--- config.mk ---
export PLATFORM = sky130hd
export DESIGN_NAME = vrc_front
export DESIGN_NICKNAME = d
export VERILOG_FILES = /design/src/rtl/core/vrc_pkg.sv /design/src/rtl/core/vrc_front.sv
export SDC_FILE = /design/constraint.sdc
export NUM_CORES = 2
export LEC_CHECK = 0
export BUFFER_PORTS_ARGS = -buffer_cell sky130_fd_sc_hd__buf_2
export CAP_MARGIN = 20
export CELL_PAD_IN_SITES_DETAIL_PLACEMENT = 2
export CELL_PAD_IN_SITES_GLOBAL_PLACEMENT = 2
export CORE_UTILIZATION = 39
export DETAILED_ROUTE_END_ITERATION = 10
export MAX_ROUTING_LAYER = met4
export PLACE_DENSITY = 0.88
export SYNTH_ARGS = -nofsm -noshare
export SYNTH_HDL_FRONTEND = slang
export SYNTH_SLANG_ARGS = --single-unit
--- constraint.sdc ---
create_clock -name clock -period 8.2 [get_ports clock]
set_input_delay 1.23 -clock clock [delete_from_list [all_inputs] [get_ports clock]]
set_output_delay 1.23 -clock clock [all_outputs]
set_load 0.02 [all_outputs]
--- src/rtl/core/vrc_pkg.sv ---
// Shared types and constants for the volume ray compositor.
package vrc_pkg;

   // Field layout of the request and response streams
   localparam int FIELD_BITS     = 8;
   localparam int CORNER_COUNT   = 8;
   localparam int REQ_DATA_BITS  = 88;
   localparam int RSP_DATA_BITS  = 24;
   localparam int CSR_INDEX_BITS = 8;
   localparam int CSR_DATA_BITS  = 16;

   // Register indexes on the csr write channel
   localparam logic [CSR_INDEX_BITS-1:0] CSR_INTENSITY_THRESHOLD = 8'd0;
   localparam logic [CSR_INDEX_BITS-1:0] CSR_COLOR_OFFSET        = 8'd1;
   localparam logic [CSR_INDEX_BITS-1:0] CSR_ALPHA_SCALE         = 8'd2;
   localparam logic [CSR_INDEX_BITS-1:0] CSR_OPACITY_CUTOFF      = 8'd3;

   // Register values after reset
   localparam logic [7:0]  RST_INTENSITY_THRESHOLD = 8'd70;
   localparam logic [7:0]  RST_COLOR_OFFSET        = 8'd150;
   localparam logic [15:0] RST_ALPHA_SCALE         = 16'd6554;
   localparam logic [15:0] RST_OPACITY_CUTOFF      = 16'd62259;

   // Accumulator limits: gray is Q8.8, alpha is Q0.16
   localparam logic [15:0] GRAY_SAT  = 16'd65280;
   localparam logic [15:0] ALPHA_SAT = 16'd65535;
   localparam logic [16:0] ONE_Q16   = 17'h10000;

   // Sample queue between front and back
   localparam int QUEUE_DEPTH    = 4;
   localparam int QUEUE_PTR_BITS = 2;

   typedef struct packed {
      logic [7:0]  intensity_threshold;
      logic [7:0]  color_offset;
      logic [15:0] alpha_scale;
      logic [15:0] opacity_cutoff;
   } vrc_cfg_type;

   // One classified sample, ready for blending
   typedef struct packed {
      logic        contrib;
      logic [7:0]  gray;
      logic [15:0] a_src;
      logic        last;
   } vrc_sample_type;

   typedef struct packed {
      logic [7:0]  pixel_gray;
      logic [15:0] pixel_alpha;
      logic        early_stop;
   } vrc_result_type;

   typedef enum logic {
      BACK_LOAD,
      BACK_ACCUM
   } vrc_back_state_type;

endpackage

--- src/rtl/core/vrc_front.sv ---
// Front end: trilinear interpolation and transfer function, four stages deep.
module vrc_front import vrc_pkg::*; #(
   parameter int VOXEL_BITS = 8,
   parameter int FRAC_BITS  = 8
) (
   input  logic                     clock,
   input  logic                     reset,
   input  vrc_cfg_type              cfg,
   input  logic                     in_valid,
   output logic                     in_ready,
   input  logic [REQ_DATA_BITS-1:0] in_data,
   input  logic                     in_last,
   output logic                     out_valid,
   input  logic                     out_ready,
   output vrc_sample_type           out_sample
);

   localparam int VW = VOXEL_BITS;
   localparam int FW = FRAC_BITS;
   localparam int XW = VW + FW;
   localparam int YW = VW + 2 * FW;
   localparam int NW = VW + 16;
   localparam int RW = 18;
   localparam logic [VW-1:0] VOX_MAX   = '1;
   localparam logic [VW-1:0] VOX_HALF  = VOX_MAX >> 1;
   localparam logic [FW:0]   FRAC_ONE  = (FW+1)'(1) << FW;
   localparam logic [YW-1:0] FRAC_HALF = YW'(1) << (FW - 1);

   // a*(1-f) + b*f with f in units of 2^-FW
   function automatic logic [YW-1:0] lerp(input logic [XW-1:0] a, input logic [XW-1:0] b,
                                          input logic [FW-1:0] f);
      logic [FW:0] g;
      logic [YW:0] pa;
      logic [YW:0] pb;
      g  = FRAC_ONE - {1'b0, f};
      pa = (YW+1)'(a) * (YW+1)'(g);
      pb = (YW+1)'(b) * (YW+1)'(f);
      return YW'(pa + pb);
   endfunction

   // Drop FW fraction bits, rounding half up
   function automatic logic [XW-1:0] round_frac(input logic [YW-1:0] w);
      logic [YW-1:0] t;
      t = w + FRAC_HALF;
      return XW'(t >> FW);
   endfunction

   logic            adv;
   logic [XW-1:0]   corner [CORNER_COUNT];
   logic [FW-1:0]   fx;
   logic [FW-1:0]   fy;
   logic [FW-1:0]   fz;
   logic [XW-1:0]   s1_x_in [4];
   logic [XW-1:0]   s2_y_in [2];
   logic [YW-1:0]   s3_vz_in;
   logic [XW-1:0]   vr1;
   logic [XW-1:0]   vr2;
   logic [VW-1:0]   v;
   logic [7:0]      i8;
   logic [8:0]      gray_sum;
   logic [7:0]      s4_gray_in;
   logic            s4_contrib_in;
   logic [NW-1:0]   s4_n_in;
   logic [RW-1:0]   rem;
   logic [16:0]     quo;

   logic            s1_valid_ff;
   logic [XW-1:0]   s1_x_ff [4];
   logic [FW-1:0]   s1_fy_ff;
   logic [FW-1:0]   s1_fz_ff;
   logic            s1_last_ff;
   logic            s2_valid_ff;
   logic [XW-1:0]   s2_y_ff [2];
   logic [FW-1:0]   s2_fz_ff;
   logic            s2_last_ff;
   logic            s3_valid_ff;
   logic [YW-1:0]   s3_vz_ff;
   logic            s3_last_ff;
   logic            s4_valid_ff;
   logic [NW-1:0]   s4_n_ff;
   logic [7:0]      s4_gray_ff;
   logic            s4_contrib_ff;
   logic            s4_last_ff;

   // Advance the whole pipe unless the last stage is blocked
   assign adv      = !s4_valid_ff || out_ready;
   assign in_ready = adv;

   // Unpack the request and interpolate along x
   always_comb begin
      for (int i = 0; i < CORNER_COUNT; i++) begin
         corner[i] = XW'(in_data[FIELD_BITS*i +: FIELD_BITS]);
      end
      fx = FW'(in_data[FIELD_BITS*CORNER_COUNT +: FIELD_BITS]);
      fy = FW'(in_data[FIELD_BITS*(CORNER_COUNT+1) +: FIELD_BITS]);
      fz = FW'(in_data[FIELD_BITS*(CORNER_COUNT+2) +: FIELD_BITS]);
      for (int k = 0; k < 4; k++) begin
         s1_x_in[k] = XW'(lerp(corner[2*k], corner[2*k+1], fx));
      end
   end

   // Interpolate along y and z
   always_comb begin
      for (int j = 0; j < 2; j++) begin
         s2_y_in[j] = round_frac(lerp(s1_x_ff[2*j], s1_x_ff[2*j+1], s1_fy_ff));
      end
      s3_vz_in = lerp(s2_y_ff[0], s2_y_ff[1], s2_fz_ff);
   end

   // Round to an intensity, apply threshold and gray offset, form alpha numerator
   always_comb begin
      vr1 = round_frac(s3_vz_ff);
      vr2 = round_frac(YW'(vr1));
      v   = (vr2 > XW'(VOX_MAX)) ? VOX_MAX : VW'(vr2);
      i8  = 8'(v >> (VW - 8));
      gray_sum      = {1'b0, i8} + {1'b0, cfg.color_offset};
      s4_gray_in    = gray_sum[8] ? 8'hFF : gray_sum[7:0];
      s4_contrib_in = i8 > cfg.intensity_threshold;
      s4_n_in       = NW'(v) * NW'(cfg.alpha_scale) + NW'(VOX_HALF);
   end

   // Divide by 2^VW-1: fold the high part onto the low part, then correct once
   always_comb begin
      quo = 17'(s4_n_ff >> VW);
      rem = RW'(s4_n_ff >> VW) + RW'(s4_n_ff[VW-1:0]);
      for (int k = 0; k < 2; k++) begin
         quo = quo + 17'(rem >> VW);
         rem = RW'(rem >> VW) + RW'(rem[VW-1:0]);
      end
      if (rem >= RW'(VOX_MAX)) begin
         quo = quo + 17'd1;
      end
   end

   assign out_valid          = s4_valid_ff;
   assign out_sample.contrib = s4_contrib_ff;
   assign out_sample.gray    = s4_gray_ff;
   assign out_sample.a_src   = 16'(quo);
   assign out_sample.last    = s4_last_ff;

   // Stage valid bits
   always_ff @(posedge clock) begin
      if (reset) begin
         s1_valid_ff <= 1'b0;
         s2_valid_ff <= 1'b0;
         s3_valid_ff <= 1'b0;
         s4_valid_ff <= 1'b0;
      end else if (adv) begin
         s1_valid_ff <= in_valid;
         s2_valid_ff <= s1_valid_ff;
         s3_valid_ff <= s2_valid_ff;
         s4_valid_ff <= s3_valid_ff;
      end
   end

   // Stage payloads
   always_ff @(posedge clock) begin
      if (adv) begin
         s1_x_ff       <= s1_x_in;
         s1_fy_ff      <= fy;
         s1_fz_ff      <= fz;
         s1_last_ff    <= in_last;
         s2_y_ff       <= s2_y_in;
         s2_fz_ff      <= s1_fz_ff;
         s2_last_ff    <= s1_last_ff;
         s3_vz_ff      <= s3_vz_in;
         s3_last_ff    <= s2_last_ff;
         s4_n_ff       <= s4_n_in;
         s4_gray_ff    <= s4_gray_in;
         s4_contrib_ff <= s4_contrib_in;
         s4_last_ff    <= s3_last_ff;
      end
   end

endmodule

==> qor.yml <==
finalWorstSetupSlack_ps: -655
wl_met2_um: 129000
drcViolationCount: 0
grt_pass1_vias: 54800
grtUsageTotal_pct: 34.6
grt_start_max_net_pins: 137
setup-violations-final: 18
placementRows: 137
synth.area.top_cells: "fa_1 (42%), ha_1 (14%), edfxtp_1 (9.5%)"
max-slew-margin-rel_pct: 25.2
worst_ep_arrival_time_ps: 7620
cts_max_level: 4
routed.top_layer: "met4"
fill_cells: 15000
layout-drive-gt1-share_pct: 7.42
worstPathRequired_ps: 6970
synth_commonest_cells: "inv_1 (1338), fa_1 (1161), nand2_1 (786)"
worstMarginPinSlew_ps: 1120
antenna_found_initial: 10
cts_hold_buf: 0
synth.most_common_cell: "inv_1"
dr.pass1.iters: 5
syn_area_um2: 55200
maxCapViolations: 0
ff2ff_setup_slack_ps: -10
die_w_um: 378
min_to: "s2_fz_ff[0]"
skew_ps: 42.1
cp-start-kind: "flip-flop"
root_buffer: "clkbuf_16"
yosysTopAreaCell: "fa_1"
fmax_mhz: 113
grt.overflow.total: 0
fp.dieArea_um2: 143000
wl_met1_um: 81600
drtAntennaViolNets: 0
synth_adder_area_share_pct: 55.8
critPathKind: "flip-flop to output port"
cts_made_buffers: 17
cts_tree: "built"
grt_pass1_wl_um: 351000
die_h_um: 378
vias: 44900
r2r_start: "s1_fy_ff[3]"
place.port_buffers: 152
crit_fanout: 3
core_area_um2: 140000
routedWlPerCell_um: 31.5
rr_worst_depth: 26
clock-sinks: 178
synth_compound_area_share_pct: 3.53
hpwl_um: 178000
min-delay-start: "s1_fz_ff[0]"
synth_cells: 5858
maxSlewViolCount: 0
clk_path_buf_depth: 2
yosysWarnings: 0
drt_iter0_drc: 3060
gp_congestion: 0.866
synthMuxAreaShare_pct: 0.0930
io_pins: 169
cp_slowest_cell: "edfxtp_1"
synth-seq-cells: 178
syn-num-nets: 7762
start_util_pct: 39.4
synth_xor_area_share_pct: 3.56
yosys.area_share.simple_pct: 16.9
synth_top_family_by_area: "adder cells"
fin_crit_ps: 8850
synth-edff-count: 174
whs_path_depth: 0
ys_types: 71
netlist.area_leader.share_pct: 42.1
period_share_pct: 108
r2r_end: "s2_y_ff[30]"
syn_avg_cell_area_um2: 9.42
clkTransAtPathRegs_ps: 110
pre_cts_ws_ps: -639
status: "finished with violations"
seq_area_frac_synth_pct: 9.62
insertion_delay_ps: 630
synthFlopType: "edfxtp_1"
viasPerCell: 5.71
hold_violations: 0
area_growth_pct: 9.00
endpoint_kind: "output port"
hp-class: "flip-flop to flip-flop"
drt-total-wl_um: 248000
layout.nets: 7876
rsz0062_at_grt: "true"
wl_met3_um: 14600
max_stage_delay_ps: 580
violations: "setup timing"
synthArstFlopShare_pct: 0
stage by stage:
stage	hold WS [ps]	setup TNS (ps)	cells	util [%]	cell area, um^2
2_1_floorplan	400	0	5858	-	55200
3_3_place_gp	400	0	7783	41.8	58500
3_5_place_dp	409	-6810	7783	41.8	58500
4_1_cts	427	-346	7835	42.5	59500
5_1_grt	432	-10630	7867	43.0	60100
6_report	425	-7780	7869	43.0	60100
cell families after synthesis:
kind of cell	count (synthesis)
xor gates and xnor gates	224
and+or+nand+nor	1849
muxes	5
DFF	178
adders and majority gates	1764
buffers and inverters	1539
AOI/OAI and AO/OA	299
state kept, by name, indices dropped and copies added (netlist names), 8 cells and up:
signal / count
s1_x_ff: 64
s2_y_ff: 32
s3_vz_ff: 17
s1_fz_ff: 8
s4_n_ff: 24
s1_fy_ff: 8
s4_gray_ff: 8
s2_fz_ff: 8
layout make-up:
cell class,count,area (um^2),share of cell area [%]
well taps,1876,2350,3.90
repair buffers,296,2010,3.35
multi-input cells,4141,44800,74.6
clock inverters,14,169,0.281
flip-flops and latches,178,5310,8.82
inverters,1338,5020,8.35
diodes,9,22.5,0.0374
clock buffers,17,425,0.707
worst max-delay path: cells and delay by family, from the launching register on:
family / cells / cell delay [ps]
and+or+nand+nor: 6 / 1110
DFF: 1 / 580
xor gates and xnor gates: 3 / 680
adders and majority gates: 5 / 1590
buffers and inverters: 4 / 530
AOI/OAI and AO/OA: 13 / 2500
worst max path at each step:
stage / start / end / slack, ps
floorplan: s4_n_ff[8] / out_sample[13] / 110
global placement: s4_n_ff[8] / out_sample[11] / 60
detailed placement: s4_n_ff[8] / out_sample[16] / -640
CTS: s4_n_ff[1] / out_sample[16] / -90
global route: s4_n_ff[0] / out_sample[13] / -820
finish: s4_n_ff[0] / out_sample[13] / -650
routing by layer:
layer  up-vias  GRT usage [%]
li1      17700              -
met1     23500           34.1
met2      2401           61.9
met3      1265           5.28
met4         0           24.7
met5         -              -
timing repair:
action | in CTS | in global routing
resized for setup | 69 | 77
endpoints found under the setup margin | 16 | 31
pin swaps | 47 | 34
buffers inserted | 21 | 28
placed cells by master (no fill, tap or decap), types with 87 or more instances in the layout:
master / n
a21oi_1: 87
and2_1: 772
buf_2: 137
buf_4: 140
edfxtp_1: 174
fa_1: 1156
ha_1: 594
inv_1: 1336
nand2_1: 782
nor2_1: 89
xnor2_1: 142
Power is not shown: default switching activity piles up to over one toggle a cycle in this logic, so the estimate is an artifact.
