**src/rtl/core/vrc_pkg.sv**
```systemverilog
// Shared types and constants for the volume ray compositor.
package vrc_pkg;

   // Field layout of the request and response streams
   localparam int FIELD_BITS     = 8;
   localparam int CORNER_COUNT   = 8;
   localparam int REQ_DATA_BITS  = 88;
   localparam int RSP_DATA_BITS  = 24;
   localparam int CSR_INDEX_BITS = 8;
   localparam int CSR_DATA_BITS  = 16;

   // Register indexes on the csr write channel
   localparam logic [CSR_INDEX_BITS-1:0] CSR_INTENSITY_THRESHOLD = 8'd0;
   localparam logic [CSR_INDEX_BITS-1:0] CSR_COLOR_OFFSET        = 8'd1;
   localparam logic [CSR_INDEX_BITS-1:0] CSR_ALPHA_SCALE         = 8'd2;
   localparam logic [CSR_INDEX_BITS-1:0] CSR_OPACITY_CUTOFF      = 8'd3;

   // Register values after reset
   localparam logic [7:0]  RST_INTENSITY_THRESHOLD = 8'd70;
   localparam logic [7:0]  RST_COLOR_OFFSET        = 8'd150;
   localparam logic [15:0] RST_ALPHA_SCALE         = 16'd6554;
   localparam logic [15:0] RST_OPACITY_CUTOFF      = 16'd62259;

   // Accumulator limits: gray is Q8.8, alpha is Q0.16
   localparam logic [15:0] GRAY_SAT  = 16'd65280;
   localparam logic [15:0] ALPHA_SAT = 16'd65535;
   localparam logic [16:0] ONE_Q16   = 17'h10000;

   // Sample queue between front and back
   localparam int QUEUE_DEPTH    = 4;
   localparam int QUEUE_PTR_BITS = 2;

   typedef struct packed {
      logic [7:0]  intensity_threshold;
      logic [7:0]  color_offset;
      logic [15:0] alpha_scale;
      logic [15:0] opacity_cutoff;
   } vrc_cfg_type;

   // One classified sample, ready for blending
   typedef struct packed {
      logic        contrib;
      logic [7:0]  gray;
      logic [15:0] a_src;
      logic        last;
   } vrc_sample_type;

   typedef struct packed {
      logic [7:0]  pixel_gray;
      logic [15:0] pixel_alpha;
      logic        early_stop;
   } vrc_result_type;

   typedef enum logic {
      BACK_LOAD,
      BACK_ACCUM
   } vrc_back_state_type;

endpackage

```
**src/rtl/core/vrc_queue.sv**
```systemverilog
// Small sample queue that decouples the front end from the blender.
module vrc_queue import vrc_pkg::*; (
   input  logic           clock,
   input  logic           reset,
   input  logic           push_valid,
   output logic           push_ready,
   input  vrc_sample_type push_data,
   output logic           pop_valid,
   input  logic           pop_ready,
   output vrc_sample_type pop_data
);

   vrc_sample_type              entries_ff [QUEUE_DEPTH];
   logic [QUEUE_PTR_BITS-1:0]   wr_ptr_ff;
   logic [QUEUE_PTR_BITS-1:0]   rd_ptr_ff;
   logic [QUEUE_PTR_BITS:0]     count_ff;
   logic                        push;
   logic                        pop;

   assign push_ready = count_ff != (QUEUE_PTR_BITS+1)'(QUEUE_DEPTH);
   assign pop_valid  = count_ff != '0;
   assign pop_data   = entries_ff[rd_ptr_ff];
   assign push       = push_valid && push_ready;
   assign pop        = pop_valid && pop_ready;

   // Pointers and fill level
   always_ff @(posedge clock) begin
      if (reset) begin
         wr_ptr_ff <= '0;
         rd_ptr_ff <= '0;
         count_ff  <= '0;
      end else begin
         if (push) begin
            wr_ptr_ff <= wr_ptr_ff + 1'b1;
         end
         if (pop) begin
            rd_ptr_ff <= rd_ptr_ff + 1'b1;
         end
         if (push && !pop) begin
            count_ff <= count_ff + 1'b1;
         end else if (pop && !push) begin
            count_ff <= count_ff - 1'b1;
         end
      end
   end

   // Store the pushed sample
   always_ff @(posedge clock) begin
      if (push) begin
         entries_ff[wr_ptr_ff] <= push_data;
      end
   end

endmodule

```
**config.mk**
```make
export PLATFORM = sky130hd
export DESIGN_NAME = vrc_queue
export DESIGN_NICKNAME = d
export VERILOG_FILES = /design/src/rtl/core/vrc_pkg.sv /design/src/rtl/core/vrc_queue.sv
export SDC_FILE = /design/constraint.sdc
export NUM_CORES = 1
export LEC_CHECK = 0
export ABC_AREA = 1
export BUFFER_PORTS_ARGS = -buffer_cell sky130_fd_sc_hd__buf_2
export CORE_UTILIZATION = 51
export DETAILED_ROUTE_END_ITERATION = 8
export PLACE_DENSITY_LB_ADDON = 0.15
export SLEW_MARGIN = 40
export SYNTH_ARGS = -nofsm -noshare
export SYNTH_HDL_FRONTEND = slang
export SYNTH_SLANG_ARGS = --single-unit
```
**constraint.sdc**
```tcl
create_clock -name clock -period 2.1 [get_ports clock]
set_input_delay 0.42 -clock clock [delete_from_list [all_inputs] [get_ports clock]]
set_output_delay 0.42 -clock clock [all_outputs]
set_load 0.01 [all_outputs]
```
==> results.cfg, run 1 <==
[grt]
grt_max_degree = 53
grt_pass1_vias = 2574
grt_use_total_pct = 19.9
grt_overflow_total = 0
grt_pass1_wl_um = 12500
antenna_found_initial = 0

[sta]
finalCritPeriodShare_pct = 96.5
fmax_mhz = 493
finalWorstSetupSlack_ps = 72.5
worst_pin_slew_ps = 287
setup_viol = 0
layout_min_cycle_time_ps = 2030
holdWs_ps = 121
max_slew_margin_pct = 80.8
tns_ps = 0
hold_violations = 0
maxSlewViolCount = 0
worst_clock_skew_ps = 11.1

[logic_synthesis]
ys.flop_type = edfxtp_1
synth_edf_count = 104
ys_warn_count = 0
synth_area_um2 = 4330
syn-num-nets = 355
async_flop_share_pct = 0
syn_inst = 319
yosys.area.top_type_share_pct = 72.2
synthTopCellsByArea = edfxtp_1 (72%), nor2_1 (5.7%), o21ai_1 (5.0%)
synth_seq_area_share_pct = 76.3
netlist_top_cells_count = edfxtp_1 (104), nor2_1 (66), o21ai_1 (43), o22ai_1 (26)
yosys.cell_count.top_type = edfxtp_1
synth.avg_cell_area_um2 = 13.6
synth_seq_cells = 113
synthDistinctLibCells = 20
yosysTopAreaCell = edfxtp_1

[placement]
place_inst = 482
port_buffers = 57
place_hpwl_um = 4740
gp_congestion = 0.747
dp_slack_ps = 287
placed_cell_area_um2 = 4830

[power]
total_power_mw = 7.45
leakagePower_nw = 2.06
max-vdd-ir-drop_mv = 0.667
p_per_area_nw_per_um2 = 1350

[worst_setup_path]
start_kind = flop
end_kind = primary output
crit_path_max_fanout = 11
reg2reg_to = count_ff[2]
max_stage_delay_ps = 430
reg2reg_from = count_ff[0]
path_cells = inv_8, clkbuf_16, o21ai_1, o22ai_1, buf_2
critPathSlowestCell = dfxtp_4
crit_required_ps = 1680
critPathKind = reg -> out
worstRegToRegCells = 13
crit_arrival_ps = 1610
r2r_slack_ps = 290

[die]
rows = 33
die_x_um = 94.1
start_util_pct = 52.7
die_area_um2 = 8860
pin_count = 58
core_um2 = 8220
die_h_um = 94.1

[drt]
wl_um = 8740
route.vias.total = 2748
drtIter0Drc = 86
via_per_inst = 5.32
wl_per_cell_um = 16.9
drc = 0
final_antenna_net_count = 0
dr.pass1.iters = 4

[final_layout]
syn2layout_area_growth_pct = 27.8
finalNonFillerCells = 517
final_util_pct = 67.3
nets = 436
num_antenna_cells = 0
fin_area_um2 = 5530
drive_gt1_share_pct = 27.2

[clock_tree]
htree_num_levels = 4
cts_tree = built
cts.root.buffer_cell = clkbuf_8
path_clk_slew_ps = 50
cts_setup_buffers = 0
cts_made_buffers = 17
numClockSinks = 113
clockBufferDepth = 2
clk_latency_ps = 510

[run]
maxCapViolations = 0

[hold_path]
min_path_cells = 2
hold_path_class = in -> reg
hp-start = reset

[status]
status = finished, final reports clean
[state kept, by name (all words and copies together), names as in the netlist, named ones only]
name        count
wr_ptr_ff       2
count_ff        3
rd_ptr_ff       2
entries_ff    104
[where the power goes]
part           switching [mW]  internal [mW]
Sequential              0.112           2.75
Combinational            1.07          0.709
Clock                   0.919           1.89
[worst max-delay path: cells and delay by family (launching register included)]
kind	cells	cell delay, ps
buf+inv	3	400
flops	1	430
compound gates	2	260
[layout by cell type, fill, tap and decap left out, types with 4 or more instances in the layout]
cell       count
nor2_1        62
nand3_1        4
edfxtp_1     104
buf_2         57
o21ai_0       10
clkbuf_16     20
o21ai_1       43
inv_1         14
nor2_4         4
dfxtp_1        7
buf_4         13
nand2_1       14
bufinv_16      4
clkinv_1       6
o22ai_1       25
ha_1           5
[area by class of cell]
| type | count | area, um^2 |
|---|---|---|
| well taps | 105 | 131 |
| repair buffers | 77 | 534 |
| clock buffers | 17 | 414 |
| inverters | 16 | 67.6 |
| multi-input cells | 175 | 905 |
| clock inverters | 14 | 171 |
| flip-flops and latches | 113 | 3310 |
| fillers | 576 | 2690 |
[timing repair]
action | in CTS | in global routing
endpoints found under the hold margin | 0 | 0
resized for setup | 2 | 5
pin swaps | 1 | 1
setup endpoints to repair | 11 | 14
cloned | 0 | 4
hold buffers | 0 | 0
[worst max path at each step]
stage,from,endpoint,slack (ps),cells past startpoint
after floorplan,count_ff[0],entries_ff[1][0],-120,4
after global placement,count_ff[0],count_ff[2],360,13
after detailed placement,count_ff[0],count_ff[2],290,13
after CTS,flop,pop_data[21],0.4,5
after global routing,flop,pop_data[10],-10,5
final,flop,pop_data[10],70,5
[logic make-up after synthesis]
kind of cell | after synthesis | synth area share [%]
buf+inv | 31 | 3.59
fa+ha+maj | 6 | 1.91
simple gates | 86 | 7.72
flops | 113 | 76.3
xor+xnor | 1 | 0.202
compound gates | 82 | 10.2
[layer usage]
layer	vias to the layer above	GRT usage, %	share of wire (%)
met5	-	0	0
met4	0	9.23	1.2
met3	12	5.50	4.1
met2	74	32.2	50
met1	1331	24.8	44
li1	1331	-	-
Power figures use the tool's default switching activity.
==> run 2: changes to the inputs <==
--- a/config.mk
+++ b/config.mk
@@ -7,7 +7,7 @@
 export LEC_CHECK = 0
 export ABC_AREA = 1
 export BUFFER_PORTS_ARGS = -buffer_cell sky130_fd_sc_hd__buf_2
-export CORE_UTILIZATION = 51
+export CORE_UTILIZATION = 48
 export DETAILED_ROUTE_END_ITERATION = 8
 export PLACE_DENSITY_LB_ADDON = 0.15
 export SLEW_MARGIN = 40
==> run 2 against run 1 <==
  * Via count is 0.18% higher
  * Critical path depth is 1 lower
  * Routed wire length is 2.6% lower
  * Core utilization is 3.8 points lower
  * Worst hold slack better by 6.7 ps
  * Global-route usage is 0.11 points lower
  * Sequential share of layout area is 0.094 points lower
  * Die area is 6.1% higher
  * Critical path type unchanged
  * Highest routed layer unchanged
==> results.cfg, run 2 (same netlist as run 1, synthesis figures left out) <==
[status]
status = finished, final reports clean

[worst_setup_path]
path_cells = buf_6, o21ai_0, o22ai_1, buf_2
r2r_slack_ps = 260
path_delay_family = flip-flops
critPathKind = reg -> out
end_kind = primary output
crit_arrival_ps = 1590
crit_buf_inv = 2
reg2reg_to = count_ff[2]
reg2reg_from = count_ff[0]
critPathSlowestCell = dfxtp_4
max_stage_delay_ps = 390
start_kind = flop
crit_required_ps = 1680
crit_path_max_fanout = 20
worstRegToRegCells = 13

[die]
die_h_um = 96.9
start_util_pct = 49.6
core_um2 = 8720
pin_count = 58
die_x_um = 96.9
rows = 34
die_area_um2 = 9400

[sta]
hold_violations = 0
grt_setup_unrepaired = yes
max_slew_margin_pct = 81.2
worst_pin_slew_ps = 282
finalCritPeriodShare_pct = 95.7
layout_min_cycle_time_ps = 2010
finalWorstSetupSlack_ps = 89.8
setup_viol = 0
maxSlewViolCount = 0
worst_clock_skew_ps = 16.2
fmax_mhz = 497

[power]
leakagePower_nw = 2.07
p_per_area_nw_per_um2 = 1390
total_power_mw = 7.70
max-vdd-ir-drop_mv = 0.672

[final_layout]
regMostFlops = entries_ff
n_fill_cell = 664
top_regs = entries_ff (104), count_ff (3)
largest_reg_flops = 104
layout_commonest_cell = edfxtp_1
sequential_cell_area_um2 = 3310
syn2layout_area_growth_pct = 28.1
finalNonFillerCells = 518
multi_input_area_um2 = 908
nets = 434
final_util_pct = 63.5
drive_gt1_share_pct = 27.8
fin_area_um2 = 5540
num_antenna_cells = 0
layout_common_cells = edfxtp_1 (104), nor2_1 (62), buf_2 (57), o21ai_1 (44), o22ai_1 (25)

[drt]
wl_per_cell_um = 16.4
route.vias.total = 2753
final_antenna_net_count = 0
drc = 0
wl_um = 8510
via_per_inst = 5.31
dr.pass1.iters = 4
drtIter0Drc = 123

[hold_path]
hp-start = push_data[16]
hold_path_class = in -> reg
hold_end = entries_ff[2][16]
min_path_cells = 1

[placement]
dp_slack_ps = 298
gp_congestion = 0.725
placed_cell_area_um2 = 4820
port_buffers = 57
place_inst = 485
place_hpwl_um = 4970

[run]
maxCapViolations = 0

[grt]
grt_pass1_vias = 2760
antenna_found_initial = 0
grt_overflow_total = 0
grt_pass1_wl_um = 13800
grt_max_degree = 33
grt_use_total_pct = 19.8

[clock_tree]
clk_latency_ps = 500
clockBufferDepth = 2
htree_num_levels = 4
cts.root.buffer_cell = clkbuf_8
cts_made_buffers = 17
path_clk_slew_ps = 50
numClockSinks = 113
cts_tree = built
run 2: cell types whose count changed in the layout (fill, tap and decap cells not counted), moves of 2 or more:
cell       change
bufinv_16      +3
clkbuf_16      -4
clkinv_1       -4
clkinv_2       +2
o21ai_0        -2
run 2: how the worst max path moves through the flow:
stage	end	slack, ps	from	cells after the start
final	pop_data[23]	90	flop	4
after floorplan	entries_ff[1][0]	-120	count_ff[0]	4
after global routing	pop_data[21]	-20	flop	4
after CTS	pop_data[14]	3	flop	5
after detailed placement	count_ff[2]	300	count_ff[0]	13
after global placement	count_ff[2]	360	count_ff[0]	13
run 2: worst reg2reg max path, delay by kind of cell, from the launching register on:
family	cells	cell delay, ps
adders and majority gates	2	560
buffers and inverters	3	250
and+or+nand+nor	8	530
DFF	1	400
run 2: what timing repair did:
action | in CTS | in global routing
pin swaps | 0 | 0
resized for setup | 7 | 9
hold buffers | 0 | 0
buffers inserted | 2 | 0
endpoints found under the setup margin | 22 | 19
run 2: routing by layer:
layer	wire, um	track usage [%]	vias up	part of all wire [%]
li1	-	-	1328	-
met1	3640	23.3	1339	43
met2	4420	33.6	81	52
met3	381	7.08	5	4.5
met4	63	6.54	0	0.74
met5	0	0	-	0
run 2: final cells by class:
class | count | share of cell area (%)
sequential | 113 | 59.7
multi-input combinational | 175 | 16.4
timing repair buffer | 75 | 8.31
clock buffer | 18 | 7.54
clock inverter | 13 | 4.34
tap | 108 | 2.44
inverter | 16 | 1.26
run 2: per-stage QoR:
stage | hold slack, ps | TNS, ps
2_1_floorplan | 459 | -12710
3_3_place_gp | 502 | 0
3_5_place_dp | 498 | 0
4_1_cts | 108 | 0
5_1_grt | 99.2 | -63.9
6_report | 128 | 0
run 2: report_power, final:
group	switching, mW	internal [mW]
registers	0.102	2.75
logic	1.03	0.637
clock network	0.918	2.26
total	2.05	5.64
==> run 3: changes to the inputs <==
--- a/config.mk
+++ b/config.mk
@@ -7,9 +7,10 @@
 export LEC_CHECK = 0
 export ABC_AREA = 1
 export BUFFER_PORTS_ARGS = -buffer_cell sky130_fd_sc_hd__buf_2
-export CORE_UTILIZATION = 48
+export CORE_UTILIZATION = 38
 export DETAILED_ROUTE_END_ITERATION = 8
 export PLACE_DENSITY_LB_ADDON = 0.15
+export RECOVER_POWER = 100
 export SLEW_MARGIN = 40
 export SYNTH_ARGS = -nofsm -noshare
 export SYNTH_HDL_FRONTEND = slang
==> run 3 against run 2 <==
  * Worst hold slack better by 100 ps
  * Final area down 2.7%
  * First-iteration DRC count up 11%
  * Critical path depth up 1
  * Via count down 2.6%
  * Worst setup slack better by 15 ps
  * Non-clock buffer count up 2
  * Die area up 26%
  * Sequential share of layout area up 1.6 points
  * Clock skew down 8.3 ps
  * Core utilization down 14 points
  * Sequential power about the same
==> results.cfg, run 3 (same netlist as run 1, synthesis figures left out) <==
[worst_setup_path]
crit_arrival_ps = 1580
crit_required_ps = 1680
crit_path_max_fanout = 14
end_kind = primary output
critPathKind = reg -> out
start_kind = flop

[die]
core_um2 = 11000
start_util_pct = 39.4
die_h_um = 109
die_x_um = 109
pin_count = 58
rows = 38
die_area_um2 = 11800

[power]
p_comb_share_pct = 22.2
seq_power_share_pct = 40.2
leakagePower_nw = 1.91
p_switching_mw = 2.14
clock_power_share_pct = 37.6
internal-power_mw = 4.96
p_per_area_nw_per_um2 = 1320
max-vdd-ir-drop_mv = 0.507
p_sw_share_pct = 30.1

[sta]
layout_min_cycle_time_ps = 2000
worst_pin_slew_ps = 631
fmax_mhz = 501
setup_viol = 0
finalWorstSetupSlack_ps = 105
max_slew_margin_pct = 57.9
finalCritPeriodShare_pct = 95.0
tns_ps = 0
maxSlewViolCount = 0
worst_clock_skew_ps = 7.94
hold_violations = 0
grt_setup_unrepaired = no

[final_layout]
layout_commonest_cell = edfxtp_1
regMostFlops = entries_ff
num_antenna_cells = 0
layout_common_cells = edfxtp_1 (104), nor2_1 (64), o21ai_1 (35), clkbuf_1 (34), o22ai_1 (26)
drive_gt1_share_pct = 19.6
syn2layout_area_growth_pct = 24.6
nets = 436
largest_reg_flops = 104
n_fill_cell = 1027
top_regs = entries_ff (104), count_ff (3)

[clock_tree]
numClockSinks = 113
cts_made_buffers = 17
clk_latency_ps = 400
cts.root.buffer_cell = clkbuf_16
path_clk_slew_ps = 60
clockBufferDepth = 2
htree_num_levels = 4
cts_tree = built

[grt]
grt.met2_usage_pct = 27.4
grt_use_total_pct = 16.2
grtUsageMet3_pct = 4.90
grt_max_degree = 39
grt_pass1_vias = 2739
busiest_layer = met2
grt_pass1_wl_um = 13700
antenna_found_initial = 0
grt_overflow_total = 0
use_met1_pct = 19.0

[drt]
wl_um = 8600
drtIter0Drc = 136
via_per_inst = 4.85
dr.pass1.iters = 4
route.vias.total = 2682
final_antenna_net_count = 0
wl_per_cell_um = 15.5
drc = 0

[placement]
gp_congestion = 0.742
port_buffers = 57
dp_slack_ps = 274
place_hpwl_um = 5330

[status]
status = finished, final reports clean

[run]
maxCapViolations = 0

[hold_path]
hold_path_class = in -> reg
-- run 3: critical path: stages (launching register included) --
cell,delay (ps)
dfxtp_1,360
inv_4,180
buf_4,190
o21ai_1,70
o22ai_1,190
clkbuf_2,180
-- run 3: final cells by class --
type | instances | area, um^2 | area share [%]
repair buffers | 77 | 399 | 7.40
flip-flops and latches | 113 | 3310 | 61.3
clock buffers | 17 | 425 | 7.89
clock inverters | 15 | 138 | 2.55
well taps | 140 | 175 | 3.25
inverters | 16 | 63.8 | 1.18
multi-input cells | 175 | 883 | 16.4
-- run 3: what timing repair did --
action                     4_1_cts  5_1_grt
hold buffers                     0        0
gates resized for setup          2        2
setup endpoints to repair        5        1
buffers inserted                 0        2
-- run 3: through the flow --
step | cells | util [%] | power [mW] | cell area (um^2) | hold WS (ps)
finish | 553 | 49.1 | 7.10 | 5390 | 228
global route | 553 | 49.1 | 7.48 | 5390 | 220
CTS | 551 | 49.9 | 7.24 | 5480 | 216
detailed placement | 519 | 44.7 | 4.57 | 4910 | 493
global placement | 519 | 44.7 | 4.54 | 4910 | 495
floorplan | 319 | - | 3.86 | 4330 | 459
-- run 3: power by group through the flow --
stage          registers [mW]  logic (mW)  clock network [mW]
2_1_floorplan            2.86        1.00                   0
6_report                 2.86        1.58                2.67
4_1_cts                  2.86        1.67                2.71
3_3_place_gp             2.89        1.64                   0
3_5_place_dp             2.90        1.67                   0
5_1_grt                  2.89        1.79                2.81
-- run 3: layer usage --
layer | share of wire (%) | up-vias
met3 | 3.9 | 10
li1 | - | 1333
met4 | 1.2 | 0
met2 | 50 | 55
met1 | 45 | 1284
met5 | 0 | -
-- run 3: worst paths after layout --
check / from / end / slack (ps) / cells after the start
worst max register to register: count_ff[0] / entries_ff[3][7] / 240 / 6
worst min register to register: rd_ptr_ff[0] / flop / 500 / 2
worst max-delay path: flop / pop_data[10] / 100 / 5
worst min-delay path: reset / flop / 230 / 2
