<file path="config.mk">
export PLATFORM = sky130hd
export DESIGN_NAME = vrc_back
export DESIGN_NICKNAME = d
export VERILOG_FILES = /design/src/rtl/core/vrc_pkg.sv /design/src/rtl/core/vrc_back.sv
export SDC_FILE = /design/constraint.sdc
export NUM_CORES = 1
export LEC_CHECK = 0
export ABC_AREA = 0
export BUFFER_PORTS_ARGS = -buffer_cell sky130_fd_sc_hd__buf_2
export CAP_MARGIN = 5
export CORE_MARGIN = 4
export CORE_UTILIZATION = 52
export CTS_BUF_LIST = sky130_fd_sc_hd__clkbuf_16
export DETAILED_ROUTE_END_ITERATION = 10
export GPL_ROUTABILITY_DRIVEN = 0
export HOLD_SLACK_MARGIN = 0.05
export PLACE_DENSITY = 0.69
export SKIP_LAST_GASP = 1
export SYNTH_ARGS = -nofsm -noshare
export SYNTH_HDL_FRONTEND = slang
export SYNTH_SLANG_ARGS = --single-unit
</file>
<file path="constraint.sdc">
create_clock -name clock -period 11.45 [get_ports clock]
set_input_delay 2.29 -clock clock [delete_from_list [all_inputs] [get_ports clock]]
set_output_delay 2.29 -clock clock [all_outputs]
set_load 0.1 [all_outputs]
</file>
<file path="src/rtl/core/vrc_pkg.sv">
// Shared types and constants for the volume ray compositor.
package vrc_pkg;

   // Field layout of the request and response streams
   localparam int FIELD_BITS     = 8;
   localparam int CORNER_COUNT   = 8;
   localparam int REQ_DATA_BITS  = 88;
   localparam int RSP_DATA_BITS  = 24;
   localparam int CSR_INDEX_BITS = 8;
   localparam int CSR_DATA_BITS  = 16;

   // Register indexes on the csr write channel
   localparam logic [CSR_INDEX_BITS-1:0] CSR_INTENSITY_THRESHOLD = 8'd0;
   localparam logic [CSR_INDEX_BITS-1:0] CSR_COLOR_OFFSET        = 8'd1;
   localparam logic [CSR_INDEX_BITS-1:0] CSR_ALPHA_SCALE         = 8'd2;
   localparam logic [CSR_INDEX_BITS-1:0] CSR_OPACITY_CUTOFF      = 8'd3;

   // Register values after reset
   localparam logic [7:0]  RST_INTENSITY_THRESHOLD = 8'd70;
   localparam logic [7:0]  RST_COLOR_OFFSET        = 8'd150;
   localparam logic [15:0] RST_ALPHA_SCALE         = 16'd6554;
   localparam logic [15:0] RST_OPACITY_CUTOFF      = 16'd62259;

   // Accumulator limits: gray is Q8.8, alpha is Q0.16
   localparam logic [15:0] GRAY_SAT  = 16'd65280;
   localparam logic [15:0] ALPHA_SAT = 16'd65535;
   localparam logic [16:0] ONE_Q16   = 17'h10000;

   // Sample queue between front and back
   localparam int QUEUE_DEPTH    = 4;
   localparam int QUEUE_PTR_BITS = 2;

   typedef struct packed {
      logic [7:0]  intensity_threshold;
      logic [7:0]  color_offset;
      logic [15:0] alpha_scale;
      logic [15:0] opacity_cutoff;
   } vrc_cfg_type;

   // One classified sample, ready for blending
   typedef struct packed {
      logic        contrib;
      logic [7:0]  gray;
      logic [15:0] a_src;
      logic        last;
   } vrc_sample_type;

   typedef struct packed {
      logic [7:0]  pixel_gray;
      logic [15:0] pixel_alpha;
      logic        early_stop;
   } vrc_result_type;

   typedef enum logic {
      BACK_LOAD,
      BACK_ACCUM
   } vrc_back_state_type;

endpackage

</file>
<file path="src/rtl/core/vrc_back.sv">
// Back end: front-to-back blend of one ray, early stop and result register.
module vrc_back import vrc_pkg::*; (
   input  logic           clock,
   input  logic           reset,
   input  logic [15:0]    opacity_cutoff,
   input  logic           pop_valid,
   output logic           pop_ready,
   input  vrc_sample_type pop_data,
   output logic           rsp_valid,
   input  logic           rsp_ready,
   output vrc_result_type rsp_data
);

   vrc_back_state_type state_ff;
   vrc_back_state_type state_in;
   vrc_sample_type     item_ff;
   vrc_sample_type     item_in;
   logic [32:0]        prod_ff;
   logic [32:0]        prod_in;
   logic [15:0]        accum_gray_ff;
   logic [15:0]        accum_gray_in;
   logic [15:0]        accum_alpha_ff;
   logic [15:0]        accum_alpha_in;
   logic               ray_finished_ff;
   logic               ray_finished_in;
   logic               rsp_valid_ff;
   logic               rsp_valid_in;
   vrc_result_type     rsp_ff;
   vrc_result_type     rsp_in;

   logic [16:0]        one_minus;
   logic [16:0]        a_add;
   logic [40:0]        g_prod;
   logic [16:0]        g_add;
   logic [17:0]        gray_sum;
   logic [17:0]        alpha_sum;
   logic [15:0]        gray_new;
   logic [15:0]        alpha_new;
   logic               stop;
   logic               emit;
   logic               rsp_load;

   assign rsp_valid = rsp_valid_ff;
   assign rsp_data  = rsp_ff;

   // Blend arithmetic on the registered sample
   always_comb begin
      one_minus = ONE_Q16 - {1'b0, accum_alpha_ff};
      a_add     = 17'((prod_ff + 33'd32768) >> 16);
      g_prod    = 41'(item_ff.gray) * 41'(prod_ff);
      g_add     = 17'((g_prod + 41'd8388608) >> 24);
      gray_sum  = 18'(accum_gray_ff) + 18'(g_add);
      alpha_sum = 18'(accum_alpha_ff) + 18'(a_add);
      gray_new  = (gray_sum > 18'(GRAY_SAT)) ? GRAY_SAT : 16'(gray_sum);
      alpha_new = (alpha_sum > 18'(ALPHA_SAT)) ? ALPHA_SAT : 16'(alpha_sum);
      if (!item_ff.contrib) begin
         gray_new  = accum_gray_ff;
         alpha_new = accum_alpha_ff;
      end
      stop = alpha_new > opacity_cutoff;
      emit = stop || item_ff.last;
   end

   // Next state: take a sample (or drop it after an early stop), then accumulate and decide on a result
   always_comb begin
      state_in        = state_ff;
      item_in         = item_ff;
      prod_in         = prod_ff;
      accum_gray_in   = accum_gray_ff;
      accum_alpha_in  = accum_alpha_ff;
      ray_finished_in = ray_finished_ff;
      rsp_valid_in    = rsp_valid_ff && !rsp_ready;
      rsp_in          = rsp_ff;
      rsp_load        = 1'b0;
      pop_ready       = 1'b0;
      case (state_ff)
         BACK_LOAD: begin
            pop_ready = 1'b1;
            if (pop_valid) begin
               if (ray_finished_ff) begin
                  // drop samples after an early stop until the ray ends
                  if (pop_data.last) begin
                     accum_gray_in   = '0;
                     accum_alpha_in  = '0;
                     ray_finished_in = 1'b0;
                  end
               end else begin
                  item_in  = pop_data;
                  prod_in  = 33'(one_minus) * 33'(pop_data.a_src);
                  state_in = BACK_ACCUM;
               end
            end
         end
         BACK_ACCUM: begin
            if (!(emit && rsp_valid_ff && !rsp_ready)) begin
               state_in = BACK_LOAD;
               if (emit) begin
                  rsp_load               = 1'b1;
                  rsp_valid_in           = 1'b1;
                  rsp_in.pixel_gray      = gray_new[15:8];
                  rsp_in.pixel_alpha     = alpha_new;
                  rsp_in.early_stop      = stop;
               end
               if (item_ff.last) begin
                  accum_gray_in   = '0;
                  accum_alpha_in  = '0;
                  ray_finished_in = 1'b0;
               end else begin
                  accum_gray_in   = gray_new;
                  accum_alpha_in  = alpha_new;
                  ray_finished_in = stop;
               end
            end
         end
         default: begin
            state_in = BACK_LOAD;
         end
      endcase
   end

   // Control state
   always_ff @(posedge clock) begin
      if (reset) begin
         state_ff        <= BACK_LOAD;
         accum_gray_ff   <= '0;
         accum_alpha_ff  <= '0;
         ray_finished_ff <= 1'b0;
         rsp_valid_ff    <= 1'b0;
      end else begin
         state_ff        <= state_in;
         accum_gray_ff   <= accum_gray_in;
         accum_alpha_ff  <= accum_alpha_in;
         ray_finished_ff <= ray_finished_in;
         rsp_valid_ff    <= rsp_valid_in;
      end
   end

   // Payload registers
   always_ff @(posedge clock) begin
      item_ff <= item_in;
      prod_ff <= prod_in;
      rsp_ff  <= rsp_in;
   end

`ifndef SYNTH
   // Gray never passes 255.0
   assert property (@(posedge clock) disable iff (reset) accum_gray_ff <= GRAY_SAT)
      else $error("accumulated gray above saturation");

   // A ray that stopped early never reaches the accumulate step
   assert property (@(posedge clock) disable iff (reset)
                    state_ff == BACK_ACCUM |-> !ray_finished_ff)
      else $error("sample blended after early stop");

   // A result without early stop closes the ray and clears the accumulators
   assert property (@(posedge clock) disable iff (reset)
                    (rsp_load && !stop) |=> (accum_gray_ff == '0 && accum_alpha_ff == '0))
      else $error("accumulators not cleared at end of ray");

   // A result is loaded only into a free or draining output register
   assert property (@(posedge clock) disable iff (reset)
                    rsp_load |-> (!rsp_valid_ff || rsp_ready))
      else $error("result register overwritten");
`endif

endmodule

</file>
==> impl_results.md, run 1 <==
* Status: complete, no violations
* Length of routed met2 wiring at 26.4 mm
* Die span in x at 219 µm
* Via count normalized by instance count at 5.48
* Area contributors post-synth: fa_1, ha_1, edfxtp_1
* Fin Setup TNS at 0 ps
* Total of hold buffers inserted after clock tree synthesis at 0
* Instance count along the most critical hold path at 2
* Iteration-0 DRC count of the detailed router at 1120
* Final count of pins violating max slew at 0
* Vertical die dimension at 219 µm
* Antenna violations before repair at 0
* Pin count of the biggest net entering global routing at 46
* Met3 Wirelength at 3.17 mm
* Via Count at 17429
* Row count at 76
* Final setup vio count at 0
* Number of clock sinks at 103
* DRT antenna net count at 0
* Class of the most critical setup path: flip-flop to flip-flop
* Area of the mapped netlist at 23100 µm²
* Total placed cells including tap cells at 3163
* CTS tree: yes
* Shortest clock period the worst path allows after layout at 8290 ps
* Top-Level Pins at 73
* Cell types with the highest counts after synthesis: inv_1, fa_1, nand2_1
* Final routed wirelength across all metal layers at 54.2 mm
* Yosys warning total at 0
* Clock insertion delay at the later pin of the skew report at 390 ps
* CTS buffer count at 9
* Area leader, netlist: fa_1
* Hold Crit Class: flip-flop to flip-flop
* Syn Nets at 3261
* PostCTS Resize Cnt at 0
* Floorplan core area at 43600 µm²
* Fraction of layout instances using a drive strength above 1 at 5.13%
* Clock transition time at the flip-flop clock pins of the worst setup and hold paths at 70 ps
* Wire length of the first global-routing pass at 91.2 mm
* Post-CTS Setup Repair Bufs at 0
* Fillcell total at 3963
* Buffer type at the clock tree root: clkbuf_16
* Number of cells on the worst reg-to-reg path at 23
* Critical path data required time at 11780 ps
* Grt ovf at 0
* Final Non-Filler Cells at 3179
* Relative area change from synthesis to final layout at 5.35%
* Final critical-path share of the clock period at 72.4%
* Port Buffers at 72
* Detailed placement HPWL at 43.5 mm
* Pre-Repair DR Iteration Count at 6
* Nature of the critical path endpoint: flip-flop
* Worst Path Max Fanout at 32
* Transition time at the pin with the least slew margin at 1100 ps
* DRC at 0
* Maximum achievable frequency at 121 MHz
* Max_slew headroom at 26.9%
* Gate count of the mapped netlist at 2578
* Seq/Total Area, Yosys at 11.9%
* Initial Utilization at 53.1%
* Via count of the first global-routing pass at 18260
* Uppermost signal routing layer after detailed routing: met4
* Netlist cell types at 68
* Net total in the final layout at 3272
* Per-instance average area after synthesis at 8.97 µm²
* Async SR Flop Fraction at 0%
* Level count of the clock H-tree at 3
* Post-synth EDFFs at 68
* FF-to-FF setup slack at 3160 ps
* Leading cell type by number of instances after synthesis: inv_1
* Register bit total from synthesis at 103
* Hold Worst Slack at 487 ps
* Die area at 47900 µm²
* CTS Buffer Depth at 2
* Number of diodes at 0
* Routed wire length per instance at 17.0 µm
* Routed length on met1 at 23.0 mm
* Arrival time worst endpoint at 8620 ps
* Startpoint Class: flip-flop
* Flip-flop cell with the highest count after synthesis: edfxtp_1
* Number of maximum-capacitance constraint violations at 0
* RSZ-0062 raised after global routing: no
* Top cell type's share of synthesized area at 34.2%
* GRT Resource Usage Total at 23.5%
* Hold violation count in the final report at 0
* Worst Skew at 18.0 ps
routing by layer:
| metal | vias up | track usage (%) |
|---|---|---|
| met4 | 0 | 7.23 |
| met3 | 112 | 3.13 |
| met5 | - | 0 |
| met1 | 8726 | 31.1 |
| li1 | 8068 | - |
| met2 | 523 | 40.5 |
state kept, by name, summed over array words and instances (netlist names):
register	flops
accum_alpha_ff	16
accum_gray_ff	16
rsp_valid	1
state_ff	1
prod_ff	33
item_ff	10
rsp_data	25
ray_finished_ff	1
final timing paths:
path | from | to
worst max-delay path | item_ff[18] | accum_gray_ff[0]
worst min-delay path | accum_gray_ff[8] | accum_gray_ff[8]
worst max register to register | item_ff[18] | accum_gray_ff[0]
worst min register to register | accum_gray_ff[8] | accum_gray_ff[8]
worst max-delay path: stages, from the launching register on:
cell and delay [ps]:
edfxtp_1 1070, nand2_1 190, fa_1 560, inv_1 60, fa_1 530, fa_1 450
fa_1 500, ha_1 390, nand3_1 110, or3_1 390, a211oi_1 740, o21bai_1 190
a21boi_1 260, o21ai_0 160, nor2b_1 170, xnor2_1 140, ha_1 230, or4_1 470
o21ai_0 300, nor4bb_1 340, mux2i_1 120, buf_4 210, a311oi_4 440, a22o_1 210
logic make-up (layout without fill, tap and decap cells):
family,after synthesis,count (layout),synth area share (%)
AO/OA/AOI/OAI,305,305,8.93
XOR/XNOR,93,93,3.52
adder cells (fa/ha/maj),637,637,47.3
buffers and inverters,600,616,9.75
flip-flops,103,103,11.9
multiplexers,7,7,0.314
AND/OR/NAND/NOR,833,833,18.3
layout make-up:
type                    count  area (µm²)  area share [%]
multi-input cells        1875       18200            74.5
clock buffers               9         225           0.925
inverters                 502        1880            7.74
well taps                 585         732            3.00
flip-flops and latches    103        2740            11.3
repair buffers             98         556            2.28
clock inverters             7        63.8           0.262
cell usage in the layout (no fill, tap or decap), types with 35 or more instances in the layout:
| cell type | n |
|---|---|
| fa_1 | 395 |
| xnor2_1 | 63 |
| and2_1 | 313 |
| nand2_1 | 314 |
| o21ai_0 | 42 |
| edfxtp_1 | 68 |
| a21o_1 | 41 |
| dfxtp_1 | 35 |
| ha_1 | 242 |
| a21oi_1 | 79 |
| buf_2 | 72 |
| nor2_1 | 64 |
| inv_1 | 502 |
metrics by stage:
step,cell area [µm²],util [%],setup WS [ps]
4_1_cts,24400,55.9,3230
6_report,24400,55.9,3160
5_1_grt,24400,55.9,2720
3_3_place_gp,24100,55.3,3120
3_5_place_dp,24100,55.3,2970
2_1_floorplan,23100,-,3380
Power of run 1 is not shown: default switching activity piles up to over one toggle a cycle in this logic, so the estimate is an artifact.
==> inputs of run 2 (changes only) <==
--- a/config.mk
+++ b/config.mk
@@ -5,7 +5,7 @@
 export SDC_FILE = /design/constraint.sdc
 export NUM_CORES = 1
 export LEC_CHECK = 0
-export ABC_AREA = 0
+export ABC_AREA = 1
 export BUFFER_PORTS_ARGS = -buffer_cell sky130_fd_sc_hd__buf_2
 export CAP_MARGIN = 5
 export CORE_MARGIN = 4
@@ -14,7 +14,7 @@
 export DETAILED_ROUTE_END_ITERATION = 10
 export GPL_ROUTABILITY_DRIVEN = 0
 export HOLD_SLACK_MARGIN = 0.05
-export PLACE_DENSITY = 0.69
+export PLACE_DENSITY = 0.68
 export SKIP_LAST_GASP = 1
 export SYNTH_ARGS = -nofsm -noshare
 export SYNTH_HDL_FRONTEND = slang
==> constraint.sdc (replaced) <==
create_clock -name clock -period 8.4 [get_ports clock]
set_input_delay 1.68 -clock clock [delete_from_list [all_inputs] [get_ports clock]]
set_output_delay 1.68 -clock clock [all_outputs]
set_load 0.1 [all_outputs]
==> impl_results.md, run 2 <==
* Status: complete, no violations
* RSZ-0062 raised after global routing: no
* Share of the synthesized area in compound gates (AO/OA/AOI/OAI) at 7.29%
* Fin Setup TNS at 0 ps
* Number of maximum-capacitance constraint violations at 0
* Area share of and/or/nand/nor cells after synthesis at 19.7%
* DRC at 0
* Hold violation count in the final report at 0
* Yosys warning total at 0
* Die area at 51300 µm²
* Maximum cell stage delay along the critical path at 560 ps
* Arrival time worst endpoint at 7870 ps
* Number of flip-flops under the largest register name at 33
* Buffer type at the clock tree root: clkbuf_16
* CTS buffer count at 9
* Shortest clock period the worst path allows after layout at 7740 ps
* Syn Nets at 3991
* CTS tree: yes
* Nature of the critical path endpoint: flip-flop
* Commonest cells after routing, fill and taps aside: inv_1, nand2_1, fa_1
* Maximum achievable frequency at 129 MHz
* Per-instance average area after synthesis at 7.50 µm²
* Via count of the first global-routing pass at 21719
* Iteration-0 DRC count of the detailed router at 1501
* Flip-flop cell with the highest count after synthesis: edfxtp_1
* Leading cell type by number of instances after synthesis: inv_1
* PostCTS Resize Cnt at 0
* Area leader, netlist: fa_1
* Main combinational cell family by area after synthesis: adder cells
* Most common cell after layout, fill and taps aside: inv_1
* Synth Area in Adders at 44.0%
* Netlist cell types at 62
* Fraction of layout instances using a drive strength above 1 at 5.33%
* Worst Skew at 20.0 ps
* Transition time at the pin with the least slew margin at 1100 ps
* Async SR Flop Fraction at 0%
* Final critical-path share of the clock period at 92.2%
* Worst Path Max Fanout at 13
* Xor and xnor area share after synthesis at 2.43%
* Area of the mapped netlist at 24800 µm²
* Vertical die dimension at 227 µm
* Register bit total from synthesis at 103
* Die span in x at 227 µm
* Startpoint Class: flip-flop
* GRT Resource Usage Total at 25.5%
* Critical path data required time at 8530 ps
* Most frequent cell on the critical path: inv_1
* Largest register by flop count: prod_ff
* Row count at 79
* Clock transition time at the flip-flop clock pins of the worst setup and hold paths at 90 ps
* Initial Utilization at 53.0%
* CP Buf/Inv Count at 10
* Relative area change from synthesis to final layout at 4.41%
* Pin count of the biggest net entering global routing at 45
* CTS Buffer Depth at 2
* Final setup vio count at 0
* Grt ovf at 0
* Area contributors post-synth: fa_1, inv_1, ha_1
* Net total in the final layout at 3980
* DRT antenna net count at 0
* Fraction of synthesized area in multiplexers at 0%
* Top cell type's share of synthesized area at 31.9%
* Detailed placement HPWL at 53.0 mm
* Pre-Repair DR Iteration Count at 6
* Wire length of the first global-routing pass at 106 mm
* Top-Level Pins at 73
* Level count of the clock H-tree at 3
* Number of clock sinks at 103
* Post-CTS Setup Repair Bufs at 0
* Via count normalized by instance count at 5.28
* Port Buffers at 72
* Total of hold buffers inserted after clock tree synthesis at 0
* Floorplan core area at 46900 µm²
* Gate count of the mapped netlist at 3308
* Critical Path Slowest Stage Cell: fa_1
* Hold Crit Class: flip-flop to flip-flop
* Clock insertion delay at the later pin of the skew report at 390 ps
* Routed wire length per instance at 16.2 µm
* Final routed wirelength across all metal layers at 63.4 mm
* Antenna violations before repair at 3
* Via Count at 20658
* Cell types with the highest counts after synthesis: inv_1, nand2_1, fa_1
* Seq/Total Area, Yosys at 11.0%
* Post-synth EDFFs at 68
* Final count of pins violating max slew at 0
* Class of the most critical setup path: flip-flop to flip-flop
* Top delay family on crit path: adder cells
* Max_slew headroom at 26.7%
-- run 2: final cells by class --
type,instances,area (µm²)
inverter,890,3340
fill,4432,20900
antenna,1,2.50
sequential,103,2740
multi-input combinational,2201,18300
tap,607,759
clock buffer,9,225
timing repair buffer,92,510
clock inverter,7,83.8
-- run 2: kinds of logic after synthesis --
logic type	after synthesis
flops	103
xor+xnor	68
fa+ha+maj	637
compound gates	299
buf+inv	1004
simple gates	1197
-- run 2: path summary, 6_finish.rpt --
| check | start | slack [ps] | end | depth (start not counted) |
|---|---|---|---|---|
| worst min-delay path | accum_gray_ff[3] | 480 | accum_gray_ff[3] | 2 |
| worst max register to register | accum_alpha_ff[1] | 660 | prod_ff[32] | 34 |
| worst min register to register | accum_gray_ff[3] | 480 | accum_gray_ff[3] | 2 |
| worst max-delay path | accum_alpha_ff[1] | 660 | prod_ff[32] | 34 |
-- run 2: worst reg2reg max path, delay by kind of cell (launching register included) --
kind / cells / cell delay [ps]
buf+inv: 10 / 1080
fa+ha+maj: 8 / 3650
flops: 1 / 370
xor+xnor: 1 / 160
simple gates: 9 / 1270
compound gates: 6 / 1000
-- run 2: per-layer routing --
| metal | routed length (µm) | vias to the layer above | global-route usage, % |
|---|---|---|---|
| met2 | 30600 | 738 | 43.7 |
| met3 | 3980 | 150 | 2.65 |
| li1 | - | 9763 | - |
| met4 | 2030 | 0 | 9.29 |
| met5 | 0 | - | 0 |
| met1 | 26900 | 10007 | 33.7 |
-- run 2: through the flow --
step / util (%) / cell area (µm²) / setup slack (ps) / std cells / hold WS (ps)
after floorplan: - / 24800 / 1210 / 3308 / 450
after global placement: 54.6 / 25600 / 918 / 3893 / 459
after detailed placement: 54.6 / 25600 / 774 / 3893 / 462
after CTS: 55.3 / 25900 / 725 / 3909 / 475
after global routing: 55.3 / 25900 / 138 / 3910 / 498
final: 55.3 / 25900 / 656 / 3910 / 476
Power of run 2 is left out for the same reason.
==> inputs of run 3 (changes only) <==
--- a/config.mk
+++ b/config.mk
@@ -5,7 +5,7 @@
 export SDC_FILE = /design/constraint.sdc
 export NUM_CORES = 1
 export LEC_CHECK = 0
-export ABC_AREA = 1
+export ABC_AREA = 0
 export BUFFER_PORTS_ARGS = -buffer_cell sky130_fd_sc_hd__buf_2
 export CAP_MARGIN = 5
 export CORE_MARGIN = 4
@@ -14,7 +14,7 @@
 export DETAILED_ROUTE_END_ITERATION = 10
 export GPL_ROUTABILITY_DRIVEN = 0
 export HOLD_SLACK_MARGIN = 0.05
-export PLACE_DENSITY = 0.68
+export PLACE_DENSITY = 0.69
 export SKIP_LAST_GASP = 1
 export SYNTH_ARGS = -nofsm -noshare
 export SYNTH_HDL_FRONTEND = slang
==> impl_results.md, run 3 (synthesis gave the netlist of run 1 again) <==
* Floorplan core area at 43600 µm²
* Uppermost signal routing layer after detailed routing: met4
* Final count of pins violating max slew at 0
* GRT Resource Usage Total at 23.8%
* Total of hold buffers inserted after clock tree synthesis at 0
* Most common cell after layout, fill and taps aside: inv_1
* Hold violation count in the final report at 0
* Pre-Repair DR Iteration Count at 5
* Fillcell total at 4046
* Shortest clock period the worst path allows after layout at 7940 ps
* Maximum achievable frequency at 126 MHz
* DRC at 0
* Final setup vio count at 0
* Instance count along the most critical hold path at 2
* Via count of the first global-routing pass at 18387
* Class of the most critical setup path: flip-flop to flip-flop
* Fraction of layout instances using a drive strength above 1 at 5.96%
* Fin Setup TNS at 0 ps
* Worst Skew at 16.4 ps
* Buffer type at the clock tree root: clkbuf_16
* Routed length on met1 at 23.9 mm
* Detailed placement HPWL at 44.9 mm
* Die area at 47900 µm²
* RSZ-0062 raised after global routing: no
* Largest register by flop count: prod_ff
* DRT antenna net count at 0
* Wire length of the first global-routing pass at 92.3 mm
* Clock insertion delay at the later pin of the skew report at 380 ps
* Transition time at the pin with the least slew margin at 1030 ps
* Routed wire length per instance at 17.3 µm
* Length of routed met2 wiring at 27.0 mm
* Nature of the critical path endpoint: flip-flop
* Final routed wirelength across all metal layers at 55.2 mm
* Arrival time worst endpoint at 8250 ps
* Number of maximum-capacitance constraint violations at 0
* Final Util at 56.3%
* Number of diodes at 0
* Maximum cell stage delay along the critical path at 560 ps
* Startpoint Class: flip-flop
* Met3 Wirelength at 3.20 mm
* Clock transition time at the flip-flop clock pins of the worst setup and hold paths at 70 ps
* Die span in x at 219 µm
* Port Buffers at 72
* Number of flip-flops under the largest register name at 33
* Number of clock sinks at 103
* Number of cells on the worst reg-to-reg path at 29
* Worst Path Max Fanout at 16
* Top-Level Pins at 73
* Worst setup slack before clock tree synthesis at 269 ps
* Via count normalized by instance count at 5.45
* Grt ovf at 0
* Level count of the clock H-tree at 3
* Commonest cells after routing, fill and taps aside: inv_1, fa_1, nand2_1
* Pin count of the biggest net entering global routing at 47
* Relative area change from synthesis to final layout at 6.13%
* Final critical-path share of the clock period at 94.5%
* Min setup slack post-route at 463 ps
* Max_slew headroom at 30.6%
* CTS tree: yes
* Vertical die dimension at 219 µm
* Net total in the final layout at 3295
* Antenna violations before repair at 0
* Critical path data required time at 8720 ps
* Iteration-0 DRC count of the detailed router at 1030
* Row count at 76
* Via Count at 17445
* CTS Buffer Depth at 2
* CTS buffer count at 9
* Hold Crit Class: flip-flop to flip-flop
* Critical Path Slowest Stage Cell: edfxtp_1
* Initial Utilization at 53.1%
* Status: complete, no violations
run 3: metrics by stage:
| step | instance area [µm²] | instances | hold WS (ps) |
|---|---|---|---|
| 2_1_floorplan | 23100 | 2578 | 449 |
| 3_3_place_gp | 24200 | 3176 | 465 |
| 3_5_place_dp | 24200 | 3176 | 481 |
| 4_1_cts | 24400 | 3192 | 489 |
| 5_1_grt | 24500 | 3202 | 509 |
| 6_report | 24500 | 3202 | 496 |
run 3: worst paths after layout:
kind	end	slack, ps	start
max reg2reg	accum_gray_ff[0]	460	item_ff[21]
max	accum_gray_ff[0]	460	item_ff[21]
min reg2reg	accum_gray_ff[14]	500	accum_gray_ff[14]
min	accum_gray_ff[14]	500	accum_gray_ff[14]
run 3: final cells by class:
type	count	area [µm²]	share of cell area [%]
well taps	585	732	2.98
flip-flops and latches	103	2740	11.2
repair buffers	121	744	3.03
multi-input cells	1875	18200	74.0
clock inverters	7	56.3	0.229
inverters	502	1880	7.68
clock buffers	9	225	0.918
run 3: critical path, delay by kind of cell, from the launching register on:
kind	cells	cell delay, ps
adders and majority gates	6	2640
AOI/OAI and AO/OA	7	1730
and+or+nand+nor	6	1680
buffers and inverters	8	1000
DFF	1	560
xor gates and xnor gates	1	120
muxes	1	120
run 3: timing repair:
item                       4_1_cts  5_1_grt
resized for setup                0        2
setup buffers                    0       10
setup endpoints to repair        0       24
run 3: per-layer routing:
layer	vias up	global-route usage, %
met1	8727	31.7
li1	8124	-
met3	73	3.57
met4	0	6.09
met2	521	40.8
met5	-	0
Power of run 3 is left out for the same reason.
